**config.mk**
```make
export PLATFORM = sky130hd
export DESIGN_NAME = selective_repeat_receiver_top
export DESIGN_NICKNAME = d
export VERILOG_FILES = /design/src/rtl/srr_pkg.sv /design/src/rtl/selective_repeat_receiver_top.sv /design/src/rtl/srr_ram.sv /design/src/rtl/srr_front.sv /design/src/rtl/srr_back.sv
export SDC_FILE = /design/constraint.sdc
export NUM_CORES = 2
export LEC_CHECK = 0
export BUFFER_PORTS_ARGS = -buffer_cell sky130_fd_sc_hd__buf_2
export CAP_MARGIN = 0
export CORE_MARGIN = 10
export CORE_UTILIZATION = 48
export CTS_BUF_LIST = sky130_fd_sc_hd__clkbuf_8
export DETAILED_ROUTE_END_ITERATION = 7
export PLACE_DENSITY = 0.73
export SYNTH_ARGS = -nofsm -noshare
export SYNTH_HDL_FRONTEND = slang
export SYNTH_SLANG_ARGS = --single-unit
```
**constraint.sdc**
```tcl
create_clock -name clk -period 10.1 [get_ports clk]
set_input_delay 2.02 -clock clk [delete_from_list [all_inputs] [get_ports clk]]
set_output_delay 2.02 -clock clk [all_outputs]
set_load 0.1 [all_outputs]
```
**src/rtl/srr_pkg.sv**
```systemverilog
// ----------------------------------------------------------------------------
// srr_pkg: shared types and codes of the selective-repeat receiver
// Holds the transaction structs shared by the front and back parts, the flag
// codes used by the front, and the kind and phase codes and sequencer state type used by the back.
// ----------------------------------------------------------------------------
package srr_pkg;

  typedef struct packed {
    logic        func;
    logic [31:0] seq;
    logic [2:0]  flag;
    logic [31:0] payload;
  } srr_in_t;

  typedef struct packed {
    logic [1:0]  kind;
    logic        resp_is_srej;
    logic [31:0] number;
    logic [31:0] out_seq;
    logic [31:0] data_word;
    logic        last;
  } srr_out_t;

  // classification made by the front part
  typedef struct packed {
    logic is_timeout;
    logic is_data;
    logic is_filename;
    logic is_window;
    logic is_eof;
  } srr_cls_t;

  typedef struct packed {
    srr_in_t  item;
    srr_cls_t cls;
  } srr_qent_t;

  localparam logic [2:0] FL_DATA     = 3'd0;
  localparam logic [2:0] FL_FILENAME = 3'd1;
  localparam logic [2:0] FL_WINDOW   = 3'd2;
  localparam logic [2:0] FL_EOF      = 3'd3;
  localparam logic [2:0] FL_QUIT     = 3'd4;
  localparam logic [2:0] FL_OTHER    = 3'd5;

  localparam logic [1:0] KIND_DELIVER = 2'd0;
  localparam logic [1:0] KIND_RESP    = 2'd1;
  localparam logic [1:0] KIND_DONE    = 2'd2;

  // slot word: eof bit, sequence number, payload
  localparam int SLOT_W = 65;

  typedef enum logic [2:0] {
    PH_FILENAME,
    PH_WINDOW,
    PH_DATA,
    PH_EOFCONF,
    PH_DONE
  } srr_phase_t;

  typedef enum logic [3:0] {
    ST_IDLE,
    ST_RESP,
    ST_MOD,
    ST_BUF,
    ST_DR_RD,
    ST_DR_CHK,
    ST_DR_END,
    ST_SL_RD,
    ST_SL_WR
  } srr_state_t;

endpackage

```
**src/rtl/selective_repeat_receiver_top.sv**
```systemverilog
// ----------------------------------------------------------------------------
// selective_repeat_receiver_top: selective-repeat ARQ receiver
// Top level tying the intake queue to the session sequencer.
// ----------------------------------------------------------------------------
// Usage:
//   Input channel: drive in_item and raise start; the transaction is taken at
//   a rising edge with start high and busy low. busy rises while the
//   two-entry intake queue is full.
//   Result channel: each result sits on out_item for one cycle with
//   out_strobe high; the receiver cannot stall it. out_item.last marks the
//   final result of one input transaction.
//   Sequencing: an out-of-order packet first has its slot position worked out
//   by a one-bit-per-cycle remainder unit over the 32-bit sequence offset. A
//   drain reads each buffered slot through the slot memory's read port, and a
//   window slide reads and writes each slot moved and clears the rest.
//   Reset: synchronous, active low; returns to waiting for the filename with
//   an empty slot buffer (valid bits cleared at once, no clearing pass).
// ----------------------------------------------------------------------------
module selective_repeat_receiver_top
  import srr_pkg::*;
#(
  parameter int WINDOW_MAX = 16
) (
  input  logic     clk,
  input  logic     rst_n,
  input  logic     start,
  output logic     busy,
  input  srr_in_t  in_item,
  output logic     out_strobe,
  output srr_out_t out_item
);

  logic      q_valid;
  logic      q_pop;
  srr_qent_t q_head;

  // front: accept and classify, hold in queue
  srr_front u_front (
    .clk(clk), .rst_n(rst_n), .start(start), .busy(busy), .in_item(in_item),
    .q_valid(q_valid), .q_head(q_head), .q_pop(q_pop)
  );

  // back: run phases, buffer, drain and slide
  srr_back #(.WINDOW_MAX(WINDOW_MAX)) u_back (
    .clk(clk), .rst_n(rst_n), .q_valid(q_valid), .q_head(q_head), .q_pop(q_pop),
    .out_strobe(out_strobe), .out_item(out_item)
  );

endmodule

```
**src/rtl/srr_ram.sv**
```systemverilog
// ----------------------------------------------------------------------------
// srr_ram: generic single-write, single-read memory
// One write port and one read port with registered read data.
// ----------------------------------------------------------------------------
module srr_ram #(
  parameter int WIDTH = 8,
  parameter int DEPTH = 16
) (
  input  logic                     clk,
  input  logic                     we,
  input  logic [$clog2(DEPTH)-1:0] waddr,
  input  logic [WIDTH-1:0]         wdata,
  input  logic [$clog2(DEPTH)-1:0] raddr,
  output logic [WIDTH-1:0]         rdata
);

  logic [WIDTH-1:0] mem [DEPTH];

  always_ff @(posedge clk) begin
    if (we) begin
      mem[waddr] <= wdata;
    end
    rdata <= mem[raddr];
  end

endmodule

```
**src/rtl/srr_front.sv**
```systemverilog
// ----------------------------------------------------------------------------
// srr_front: intake and classification
// Accepts packet/timeout transactions, classifies them and holds them in a
// two-entry queue for the back part.
// ----------------------------------------------------------------------------
module srr_front
  import srr_pkg::*;
(
  input  logic      clk,
  input  logic      rst_n,
  input  logic      start,
  output logic      busy,
  input  srr_in_t   in_item,
  output logic      q_valid,
  output srr_qent_t q_head,
  input  logic      q_pop
);

  srr_qent_t  ent_r [2];
  logic       wr_r, wr_nxt;
  logic       rd_r, rd_nxt;
  logic [1:0] cnt_r, cnt_nxt;
  logic       push;
  srr_qent_t  new_ent;

  assign busy    = (cnt_r == 2'd2);
  assign push    = start && !busy;
  assign q_valid = (cnt_r != 2'd0);
  assign q_head  = ent_r[rd_r];

  always_comb begin
    new_ent.item            = in_item;
    new_ent.cls.is_timeout  = in_item.func;
    new_ent.cls.is_data     = (in_item.flag == FL_DATA);
    new_ent.cls.is_filename = (in_item.flag == FL_FILENAME);
    new_ent.cls.is_window   = (in_item.flag == FL_WINDOW);
    new_ent.cls.is_eof      = (in_item.flag == FL_EOF);
    wr_nxt  = push ? ~wr_r : wr_r;
    rd_nxt  = (q_pop && q_valid) ? ~rd_r : rd_r;
    cnt_nxt = cnt_r + {1'b0, push} - {1'b0, q_pop && q_valid};
  end

  always_ff @(posedge clk) begin
    if (!rst_n) begin
      wr_r  <= 1'b0;
      rd_r  <= 1'b0;
      cnt_r <= 2'd0;
    end else begin
      wr_r  <= wr_nxt;
      rd_r  <= rd_nxt;
      cnt_r <= cnt_nxt;
    end
    if (push) begin
      ent_r[wr_r] <= new_ent;
    end
  end

endmodule

```
**src/rtl/srr_back.sv**
```systemverilog
// ----------------------------------------------------------------------------
// srr_back: session sequencer
// Runs the session phases, the slot-position modulo, buffer drain and
// window slide, and emits at most one result per cycle, none while it steps the modulo.
// ----------------------------------------------------------------------------
module srr_back
  import srr_pkg::*;
#(
  parameter int WINDOW_MAX = 16
) (
  input  logic      clk,
  input  logic      rst_n,
  input  logic      q_valid,
  input  srr_qent_t q_head,
  output logic      q_pop,
  output logic      out_strobe,
  output srr_out_t  out_item
);

  localparam int IW = $clog2(WINDOW_MAX);
  localparam int CW = $clog2(WINDOW_MAX + 1);
  localparam logic [CW-1:0] WMAX_C = CW'(WINDOW_MAX);

  srr_state_t st_r, st_nxt;
  srr_phase_t ph_r, ph_nxt;
  logic [CW-1:0] ws_r, ws_nxt;
  logic [31:0] exp_r, exp_nxt, hs_r, hs_nxt, cnt_r, cnt_nxt;
  logic quiet_r, quiet_nxt, bact_r, bact_nxt;
  logic [WINDOW_MAX-1:0] valid_r, valid_nxt;
  srr_qent_t item_r, item_nxt;
  logic [CW-1:0] idx_r, idx_nxt, n_r, n_nxt, rem_r, rem_nxt;
  logic [31:0] d_r, d_nxt;
  logic [4:0] bit_r, bit_nxt;
  logic strobe_nxt;
  srr_out_t out_nxt;
  logic [31:0] pend_r, pend_nxt;

  logic we;
  logic [IW-1:0] waddr, raddr;
  logic [SLOT_W-1:0] wdata, rdata;
  logic [CW:0] src;
  logic [CW:0] rem_sh;
  logic [31:0] exp_i;
  logic r_eof;
  logic [31:0] r_seq, r_pay;

  srr_ram #(.WIDTH(SLOT_W), .DEPTH(WINDOW_MAX)) u_slots (
    .clk(clk), .we(we), .waddr(waddr), .wdata(wdata),
    .raddr(raddr), .rdata(rdata)
  );

  assign {r_eof, r_seq, r_pay} = rdata;
  assign src    = {1'b0, idx_r} + {1'b0, n_r};
  assign rem_sh = {rem_r, d_r[31]};
  assign exp_i  = exp_r + 32'(idx_r);

  always_comb begin
    st_nxt = st_r; ph_nxt = ph_r; ws_nxt = ws_r; exp_nxt = exp_r; hs_nxt = hs_r;
    cnt_nxt = cnt_r; quiet_nxt = quiet_r; bact_nxt = bact_r; valid_nxt = valid_r;
    item_nxt = item_r; idx_nxt = idx_r; n_nxt = n_r; rem_nxt = rem_r; d_nxt = d_r;
    bit_nxt = bit_r; pend_nxt = pend_r;
    strobe_nxt = 1'b0; out_nxt = '0;
    q_pop = 1'b0; we = 1'b0; waddr = '0; wdata = '0; raddr = '0;

    case (st_r)
      ST_IDLE: begin
        if (q_valid) begin
          q_pop = 1'b1;
          item_nxt = q_head;
          case (ph_r)
            PH_FILENAME: begin
              if (!q_head.cls.is_timeout) begin
                strobe_nxt = 1'b1; out_nxt.last = 1'b1;
                if (q_head.cls.is_filename) begin
                  out_nxt.kind = KIND_RESP; out_nxt.number = q_head.item.seq + 32'd1;
                  out_nxt.out_seq = cnt_r; cnt_nxt = cnt_r + 32'd1;
                  ph_nxt = PH_WINDOW;
                end else begin
                  out_nxt.kind = KIND_DONE; ph_nxt = PH_DONE;
                end
              end
            end
            PH_WINDOW: begin
              if (!q_head.cls.is_timeout && q_head.cls.is_window) begin
                if (q_head.item.payload == 32'd0) ws_nxt = CW'(1);
                else if (q_head.item.payload > 32'(WINDOW_MAX)) ws_nxt = WMAX_C;
                else ws_nxt = q_head.item.payload[CW-1:0];
                strobe_nxt = 1'b1; out_nxt.last = 1'b1; out_nxt.kind = KIND_RESP;
                out_nxt.number = q_head.item.seq + 32'd1;
                out_nxt.out_seq = cnt_r; cnt_nxt = cnt_r + 32'd1;
                exp_nxt = q_head.item.seq + 32'd1;
                valid_nxt = '0; bact_nxt = 1'b0; ph_nxt = PH_DATA;
              end
            end
            PH_DATA: begin
              if (q_head.cls.is_timeout) begin
                strobe_nxt = 1'b1; out_nxt.last = 1'b1; out_nxt.kind = KIND_DONE;
                ph_nxt = PH_DONE;
              end else begin
                if (q_head.item.seq > hs_r) hs_nxt = q_head.item.seq;
                if (q_head.cls.is_data && q_head.item.seq == exp_r) begin
                  strobe_nxt = 1'b1; out_nxt.kind = KIND_DELIVER;
                  out_nxt.number = q_head.item.seq;
                  out_nxt.data_word = q_head.item.payload;
                  if (!bact_r) begin
                    exp_nxt = exp_r + 32'd1; pend_nxt = exp_r + 32'd1;
                    st_nxt = ST_RESP;
                  end else begin
                    idx_nxt = CW'(1); st_nxt = ST_DR_RD;
                  end
                end else if (q_head.item.seq > exp_r) begin
                  d_nxt = q_head.item.seq - exp_r; rem_nxt = '0; bit_nxt = '0;
                  st_nxt = ST_MOD;
                end else if (q_head.cls.is_data) begin
                  if (!quiet_r) begin
                    strobe_nxt = 1'b1; out_nxt.last = 1'b1; out_nxt.kind = KIND_RESP;
                    out_nxt.number = exp_r; out_nxt.out_seq = cnt_r;
                    cnt_nxt = cnt_r + 32'd1;
                  end
                end else if (q_head.cls.is_eof) begin
                  if (!quiet_r) begin
                    strobe_nxt = 1'b1; out_nxt.last = 1'b1; out_nxt.kind = KIND_RESP;
                    out_nxt.number = q_head.item.seq + 32'd1; out_nxt.out_seq = cnt_r;
                    cnt_nxt = cnt_r + 32'd1;
                  end
                  ph_nxt = PH_EOFCONF;
                end else begin
                  strobe_nxt = 1'b1; out_nxt.last = 1'b1; out_nxt.kind = KIND_DONE;
                  ph_nxt = PH_DONE;
                end
              end
            end
            PH_EOFCONF: begin
              strobe_nxt = 1'b1; out_nxt.last = 1'b1; out_nxt.kind = KIND_DONE;
              ph_nxt = PH_DONE;
            end
            default: ;
          endcase
        end
      end
      ST_RESP: begin
        strobe_nxt = 1'b1; out_nxt.last = 1'b1; out_nxt.kind = KIND_RESP;
        out_nxt.number = pend_r; out_nxt.out_seq = cnt_r; cnt_nxt = cnt_r + 32'd1;
        st_nxt = ST_IDLE;
      end
      ST_MOD: begin
        // restoring remainder, one dividend bit per cycle
        if (rem_sh >= {1'b0, ws_r}) rem_nxt = CW'(rem_sh - {1'b0, ws_r});
        else rem_nxt = rem_sh[CW-1:0];
        d_nxt = {d_r[30:0], 1'b0};
        bit_nxt = bit_r + 5'd1;
        if (bit_r == 5'd31) st_nxt = ST_BUF;
      end
      ST_BUF: begin
        we = 1'b1; waddr = rem_r[IW-1:0];
        wdata = {item_r.cls.is_eof, item_r.item.seq, item_r.item.payload};
        valid_nxt[rem_r[IW-1:0]] = 1'b1;
        bact_nxt = 1'b1; quiet_nxt = 1'b1;
        if (!quiet_r) begin
          strobe_nxt = 1'b1; out_nxt.last = 1'b1; out_nxt.kind = KIND_RESP;
          out_nxt.resp_is_srej = 1'b1; out_nxt.number = exp_r;
          out_nxt.out_seq = cnt_r; cnt_nxt = cnt_r + 32'd1;
        end
        st_nxt = ST_IDLE;
      end
      ST_DR_RD: begin
        raddr = idx_r[IW-1:0];
        if (idx_r < ws_r && valid_r[idx_r[IW-1:0]]) st_nxt = ST_DR_CHK;
        else st_nxt = ST_DR_END;
      end
      ST_DR_CHK: begin
        strobe_nxt = 1'b1;
        if (r_eof) begin
          out_nxt.last = 1'b1; out_nxt.kind = KIND_RESP; out_nxt.number = r_seq + 32'd1;
          out_nxt.out_seq = cnt_r; cnt_nxt = cnt_r + 32'd1;
          ph_nxt = PH_EOFCONF; st_nxt = ST_IDLE;
        end else begin
          out_nxt.kind = KIND_DELIVER; out_nxt.number = r_seq; out_nxt.data_word = r_pay;
          idx_nxt = idx_r + CW'(1); st_nxt = ST_DR_RD;
        end
      end
      ST_DR_END: begin
        exp_nxt = exp_i;
        strobe_nxt = 1'b1; out_nxt.last = 1'b1; out_nxt.kind = KIND_RESP;
        out_nxt.number = exp_i; out_nxt.out_seq = cnt_r; cnt_nxt = cnt_r + 32'd1;
        if (exp_i < hs_r) begin
          out_nxt.resp_is_srej = 1'b1;
          n_nxt = idx_r; idx_nxt = '0; st_nxt = ST_SL_RD;
        end else begin
          valid_nxt = '0; bact_nxt = 1'b0; quiet_nxt = 1'b0; st_nxt = ST_IDLE;
        end
      end
      ST_SL_RD: begin
        raddr = src[IW-1:0];
        if (idx_r >= ws_r) begin
          st_nxt = ST_IDLE;
        end else if (src < {1'b0, ws_r}) begin
          st_nxt = ST_SL_WR;
        end else begin
          valid_nxt[idx_r[IW-1:0]] = 1'b0; idx_nxt = idx_r + CW'(1);
        end
      end
      ST_SL_WR: begin
        we = 1'b1; waddr = idx_r[IW-1:0]; wdata = rdata;
        valid_nxt[idx_r[IW-1:0]] = valid_r[src[IW-1:0]];
        idx_nxt = idx_r + CW'(1); st_nxt = ST_SL_RD;
      end
      default: st_nxt = ST_IDLE;
    endcase
  end

  always_ff @(posedge clk) begin
    if (!rst_n) begin
      st_r <= ST_IDLE; ph_r <= PH_FILENAME; ws_r <= WMAX_C;
      exp_r <= '0; hs_r <= '0; cnt_r <= '0; quiet_r <= 1'b0; bact_r <= 1'b0;
      valid_r <= '0; out_strobe <= 1'b0;
    end else begin
      st_r <= st_nxt; ph_r <= ph_nxt; ws_r <= ws_nxt;
      exp_r <= exp_nxt; hs_r <= hs_nxt; cnt_r <= cnt_nxt; quiet_r <= quiet_nxt;
      bact_r <= bact_nxt; valid_r <= valid_nxt; out_strobe <= strobe_nxt;
    end
    item_r <= item_nxt; idx_r <= idx_nxt; n_r <= n_nxt; rem_r <= rem_nxt;
    d_r <= d_nxt; bit_r <= bit_nxt; pend_r <= pend_nxt; out_item <= out_nxt;
  end

endmodule
```
Yosys cells after proc, flatten, opt, wreduce, memory -nomap -nowiden

Memories as Yosys holds them, arrays and structs flattened. A register that Yosys moved wholly into a read port is not among the register bits.
Index checks and enable logic that the tools add are counted.
W data, S select, Z words.

Flip-flop bits (word level): 380
Latch bits: 0
Memory bits (writable): 1186
Memory bits (read-only): 0
Input bits: 71
Output and inout port bits: 102
Logic and storage cells: 308
Memories: 2

Memory list:

| memory             | depth | width | rd ports | clocked after Yosys merged registers in | write ports | line            | source |
|---|---|---|---|---|---|---|---|
| u_back.u_slots.mem | 16    | 65    | 1        | 1                                       | 1           | srr_ram.sv:17   | `logic [WIDTH-1:0] mem [DEPTH];` |
| u_front.ent_r      | 2     | 73    | 1        | 1                                       | 1           | srr_front.sv:19 | `srr_qent_t ent_r [2];` |

$add $sub $neg: 12
Multiply operators: 0
Div/mod/pow operators: 0
Magnitude comparators: 13
Eq/ne operators: 50
Shifts and indexed selects: 0
Muxes and demuxes: 157
Bitwise operators: 7
Reductions and logical operators: 39

Operators by type and width:

| kind                    | number |
|---|---|
| $mux W32                | 28 |
| $mux W64                | 8 |
| $pmux W64 S5            | 1 |
| $pmux W32 S2            | 4 |
| $pmux W64 S3            | 1 |
| $pmux W65 S2            | 1 |
| $add A32 B1 Y32 const B | 4 |
| $pmux W32 S4            | 1 |
| $mux W97                | 1 |
| $mux W16                | 6 |
| $mux W96                | 1 |
| $pmux W32 S3            | 1 |
| $mux W5                 | 17 |
| $pmux W16 S5            | 1 |
| $mux W66                | 1 |
| $gt A32 B32 Y1          | 2 |
| $mux W3                 | 13 |
| $mux W1                 | 33 |
| $add A32 B5 Y32         | 1 |
| $eq A32 B32 Y1          | 1 |
| $gt A32 B5 Y1 const B   | 1 |
| $logic_not A32 Y1       | 1 |
| $lt A32 B32 Y1          | 1 |
| $mux W4                 | 8 |
| 65 further kinds        | 141 |

Logic depth before layout (Yosys ltp)

Depth in word-level cells: 10
Gate-level depth with buffers: 21
Mapped depth without buffers: 20

Cells and area by module

From an unflattened synthesis, not the netlist that was laid out.

Cells, all modules: 4600
Area total of the unflattened synthesis: 69459.1 um^2

Modules (own cells, without submodules):

| module    | instances | cells an instance | area an instance (um^2) | seq. area each (um^2) |
|---|---|---|---|---|
| srr_ram   | 1         | 1673              | 40243.6                 | 32531.2 |
| srr_back  | 1         | 2671              | 23393.7                 | 9018.6 |
| srr_front | 1         | 256               | 5821.8                  | 4424.2 |

Worst setup path after synthesis

Ideal clock, no wire load.

Path type: register -> register
Start point: register with a tool-made name
End point: register u_back.bit_r[0] (enable)
Setup time: 0.494 ns
Arrival time: 6.471 ns
Data required time: 9.606 ns
Setup slack: 3.135 ns
Stages on the path, launching flop included: 20
Path buffers: 7
Clock period less this slack: 6.965 ns
Cell sequence: dfxtp_1 buf_2 buf_4 buf_4 buf_2 buf_2 buf_2 mux2_2 inv_1 fa_1 nor2b_4 o31ai_4 a21oi_2 o31a_1 nor2_1 nor2_1 o21a_1 clkbuf_1 a31oi_1 nor3_1

RTL lines:

| item                   | line            | source |
|---|---|---|
| end signal: assignment | srr_back.sv:223 | `d_r <= d_nxt; bit_r <= bit_nxt; pend_r <= pend_nxt; out_item <= out_nxt;` |
| end: declaration       | srr_back.sv:33  | `logic [4:0] bit_r, bit_nxt;` |

Worst setup path after layout

Start point: register u_back.idx_r[1]
End point: register u_back.valid_r[8]

Cells in the longest elaborated chain, start to end: 9
Elaborated cells between the ends (all ways): 22
Those cells by class: add/sub: 2; order compare: 5; eq/ne: 3; mux: 8; bitwise: 2; reduce/logical: 2

RTL lines:

| item                                                    | line            | source |
|---|---|---|
| start: declaration                                      | srr_back.sv:31  | `logic [CW-1:0] idx_r, idx_nxt, n_r, n_nxt, rem_r, rem_nxt;` |
| start signal: assignment                                | srr_back.sv:222 | `item_r <= item_nxt; idx_r <= idx_nxt; n_r <= n_nxt; rem_r <= rem_nxt;` |
| branches (longest 9 deep; another with $add A32 B5 Y32) | -               |  |
| end signal: assignment                                  | srr_back.sv:220 | `bact_r <= bact_nxt; valid_r <= valid_nxt; out_strobe <= strobe_nxt;` |
| end: declaration                                        | srr_back.sv:29  | `logic [WINDOW_MAX-1:0] valid_r, valid_nxt;` |

Several ways; the timed one is not identified. The select of a mux whose other input is x is not followed.
A chain may end at the register's enable or synchronous reset.

==> out/qor.json <==
{
  "worstSkewPairLatency": {"value": 1.02, "unit": "ns"},
  "postSynthRegisterBits": {"value": 1624},
  "hp-class": {"value": "register to register"},
  "max_slew.worst_pin.slew": {"value": 1.374, "unit": "ns"},
  "vias_per_cell": {"value": 6.176},
  "worst-path-max-fanout": {"value": 16},
  "critical_path.startpoint_type": {"value": "register"},
  "layout.area.seq": {"value": 45800, "unit": "um^2"},
  "place.gp.congestion": {"value": 1.014},
  "cts_tree": {"value": "yes"},
  "cts.root.buffer_cell": {"value": "clkbuf_8"},
  "die_y": {"value": 403.8, "unit": "um"},
  "io_pins": {"value": 173},
  "yosysSeqAreaShare": {"value": 0.6477},
  "timing.setup.tns": {"value": 0, "unit": "ns"},
  "final_core_util": {"value": 0.5397},
  "ys_warn_count": {"value": 0},
  "async_flop_share": {"value": 0},
  "worstSetupEndpointType": {"value": "register"},
  "ant_nets": {"value": 0},
  "multi_input_comb_area": {"value": 23100, "unit": "um^2"},
  "number_of_setup_violations_in_the_final_report": {"value": 0},
  "clockPowerShare": {"value": 0.331},
  "synth.area.top_cells": {"value": "edfxtp_1 56%, dfxtp_1 8.4%, nand2_1 4.0%"},
  "finalCritPeriodShare": {"value": 0.7069},
  "grt_pass1_wl": {"value": 314.2, "unit": "mm"},
  "critical-path-slowest-cell": {"value": "a21oi_1"},
  "power_density": {"value": 215.0, "unit": "nW/um^2"},
  "critPathArrivalTime": {"value": 8.02, "unit": "ns"},
  "placed_cells_incl_taps": {"value": 7626},
  "floorplan.core_area": {"value": 146100, "unit": "um^2"},
  "crit_path_frequent_cell": {"value": "a21oi_1"},
  "max_transition_viols_final": {"value": 0},
  "timing.slew.headroom": {"value": 0.07444},
  "final_design_area_no_fill": {"value": 78850, "unit": "um^2"},
  "place_hpwl": {"value": 132.4, "unit": "mm"},
  "cts_repair_resize_count": {"value": 0},
  "worst-endpoint-required": {"value": 10.98, "unit": "ns"},
  "timing.critical_path.cells": {"value": "inv_1 > fa_1 > nor2b_1 > o21a_1 > o21ai_0 > a211oi_2 > nand3_1 > nor2_1 > xnor2_1 > ha_1 > a21o_1 > a21oi_1 > nor2b_1 > o21ai_0 > a21oi_1 > a211oi_1 > o211ai_1 > a21oi_1 > a22o_1"},
  "syn_nets": {"value": 6019},
  "cts_max_level": {"value": 5},
  "grt_antenna_before_repair": {"value": 21},
  "top_library_cells_by_usage_in_the_layout_fill_and_taps_aside": {"value": "1327 x edfxtp_1, 754 x nand2_1, 363 x a211oi_1, 320 x clkbuf_8"},
  "finalHoldViolations": {"value": 0},
  "count_of_flip_flops_with_a_built_in_enable_after_synthesis": {"value": 1327},
  "yosys.cell_types.count": {"value": 89},
  "post_synth_instance_area": {"value": 70700, "unit": "um^2"},
  "synth.avg_cell_area": {"value": 12.16, "unit": "um^2"},
  "ys.flop_type": {"value": "edfxtp_1"},
  "grt_max_degree": {"value": 176},
  "max_cap_violations": {"value": 0},
  "avgRoutedWirePerCell": {"value": 26.37, "unit": "um"},
  "p_sw": {"value": 5.291, "unit": "mW"},
  "fin_cells": {"value": 8124},
  "power.static_leakage": {"value": 25.50, "unit": "nW"},
  "fillerInstances": {"value": 12120},
  "final_period_minus_worst_setup_slack": {"value": 7.140, "unit": "ns"},
  "synthDominantCellAreaShare": {"value": 0.5636},
  "crit_path_max_incr_delay": {"value": 1.15, "unit": "ns"},
  "dieArea": {"value": 163100, "unit": "um^2"},
  "global_route_congestion_overflow_total": {"value": 0},
  "first_global_vias": {"value": 48200},
  "cts.repair_timing.setup_buffer_count": {"value": 0},
  "fin_worst_skew": {"value": 0.1261, "unit": "ns"},
  "cts_max_path_bufs": {"value": 4},
  "post_route_cells_drive_above_1_share": {"value": 0.1179},
  "drtIter0Drc": {"value": 6658},
  "sequential_power_share": {"value": 0.467},
  "syn_to_final_growth": {"value": 11.52, "unit": "%"},
  "worst_ir_drop_vdd": {"value": 0.0002169, "unit": "V"},
  "route.final.wire_length": {"value": 214.2, "unit": "mm"},
  "synth_top_cell_by_area": {"value": "edfxtp_1"},
  "starting_utilization_of_the_core_area": {"value": 0.4840},
  "switching_share": {"value": 0.3121},
  "grt.total_usage": {"value": 0.2544},
  "layout.cells.most_common": {"value": "edfxtp_1"},
  "buffer_ports.inserted": {"value": 172},
  "route.detailed.drc": {"value": 0},
  "outcome": {"value": "finished clean"},
  "cts_hold_buf": {"value": 0},
  "placement.cell_area": {"value": 73580, "unit": "um^2"},
  "synthesis.instances": {"value": 5812},
  "relative_contribution_of_combinational_cells_to_total_power": {"value": 0.202},
  "core.rowCount": {"value": 140},
  "dr_total_vias": {"value": 50170},
  "die_width": {"value": 403.8, "unit": "um"},
  "max_clock_freq": {"value": 140.1, "unit": "MHz"},
  "cts.sink_count": {"value": 1624},
  "layout_nets": {"value": 6203},
  "drt_pass1_iterations": {"value": 7},
  "internal_power": {"value": 11.66, "unit": "mW"},
  "cts_buffers": {"value": 285},
  "critical_path_class": {"value": "register to register"},
  "clkSlewWorstSetupHoldPaths": {"value": 0.06, "unit": "ns"},
  "rsz0062_at_grt": {"value": "no"}
}
[critical path, delay by kind of cell (launching register included)]
| family | cells | cell delay (ns) |
|---|---|---|
| xor+xnor | 1 | 0.23 |
| fa+ha+maj | 2 | 0.85 |
| buf+inv | 1 | 0.32 |
| simple gates | 4 | 0.84 |
| flops | 1 | 0.80 |
| compound gates | 11 | 4.04 |
[final cells by class]
cell class                 instances  share of cell area
clock buffer                     320             0.05586
tap                             1917             0.03042
antenna                            7           0.0002222
sequential                      1624              0.5808
timing repair buffer             274             0.02111
inverter                         163            0.007792
multi-input combinational       3648              0.2930
clock inverter                   171             0.01074
[power by group through the flow]
stage          registers, mW  logic (mW)  clock network (mW)
2_1_floorplan           8.13        2.03                   0
3_3_place_gp            8.03        3.31                   0
3_5_place_dp            8.04        3.31                   0
4_1_cts                 7.90        3.33                5.70
5_1_grt                 7.93        3.64                6.02
6_report                7.92        3.43                5.61
[worst paths after layout]
check	slack (ns)	endpoint	cells past startpoint	startpoint
hold reg to reg	0.46	u_back.out_item[64]$_DFF_P_	1	u_back.cnt_r[31]$_SDFFE_PN0P_
hold / removal	0.46	u_back.out_item[64]$_DFF_P_	1	u_back.cnt_r[31]$_SDFFE_PN0P_
setup / recovery	2.96	u_back.valid_r[8]$_SDFFE_PN0P_	19	u_back.idx_r[1]$_DFFE_PP_
setup reg to reg	2.96	u_back.valid_r[8]$_SDFFE_PN0P_	19	u_back.idx_r[1]$_DFFE_PP_
[state kept, by name, summed over array words and instances, names as in the netlist, 65 cells and up, named ones only]
register	cells
u_front.ent_r	138
u_back.item_r	65
u_back.u_slots.rdata	65
u_back.out_item	100
u_back.u_slots.mem	1040
[per-stage QoR]
| stage | total power, mW | hold slack [ns] | setup slack, ns |
|---|---|---|---|
| 4_1_cts | 16.93 | 0.4596 | 3.154 |
| 3_3_place_gp | 11.34 | 0.4654 | 3.269 |
| 5_1_grt | 17.59 | 0.4827 | 2.523 |
| 6_report | 16.96 | 0.4563 | 2.960 |
| 2_1_floorplan | 10.16 | 0.4254 | 3.135 |
| 3_5_place_dp | 11.35 | 0.4612 | 3.137 |
[per-layer routing]
metal,vias up,share of wire,GRT usage
li1,22220,-,-
met5,-,0.000061,0
met1,24720,0.40,0.3460
met4,2,0.045,0.1099
met2,2753,0.45,0.3914
met3,477,0.10,0.05732
[Yosys cell counts (all sizes together), types with 27 or more instances]
cell type	instances
nand2	758
clkbuf	348
nand4	59
xnor2	129
edfxtp	1327
xor2	45
and2	307
a21oi	307
dfxtp	297
nor3	66
mux2i	63
nand2b	27
a311oi	133
nand3	87
nor2	305
a211oi	364
inv	160
ha	132
a21o	53
nor2b	28
a22o	85
buf	29
a31oi	149
o21ai	193
[kinds of logic (layout without fill, tap and decap cells)]
| logic type | after synthesis | in the layout | share of synthesized area |
|---|---|---|---|
| and+or+nand+nor | 1754 | 1754 | 0.1166 |
| DFF | 1624 | 1624 | 0.6477 |
| AOI/OAI and AO/OA | 1492 | 1492 | 0.1451 |
| buffers and inverters | 540 | 928 | 0.02936 |
| xor gates and xnor gates | 174 | 174 | 0.02155 |
| adders and majority gates | 136 | 136 | 0.02449 |
| muxes | 92 | 92 | 0.01513 |
| other | 0 | 7 | 0 |
No activity file was read; power rests on OpenSTA's default activity.
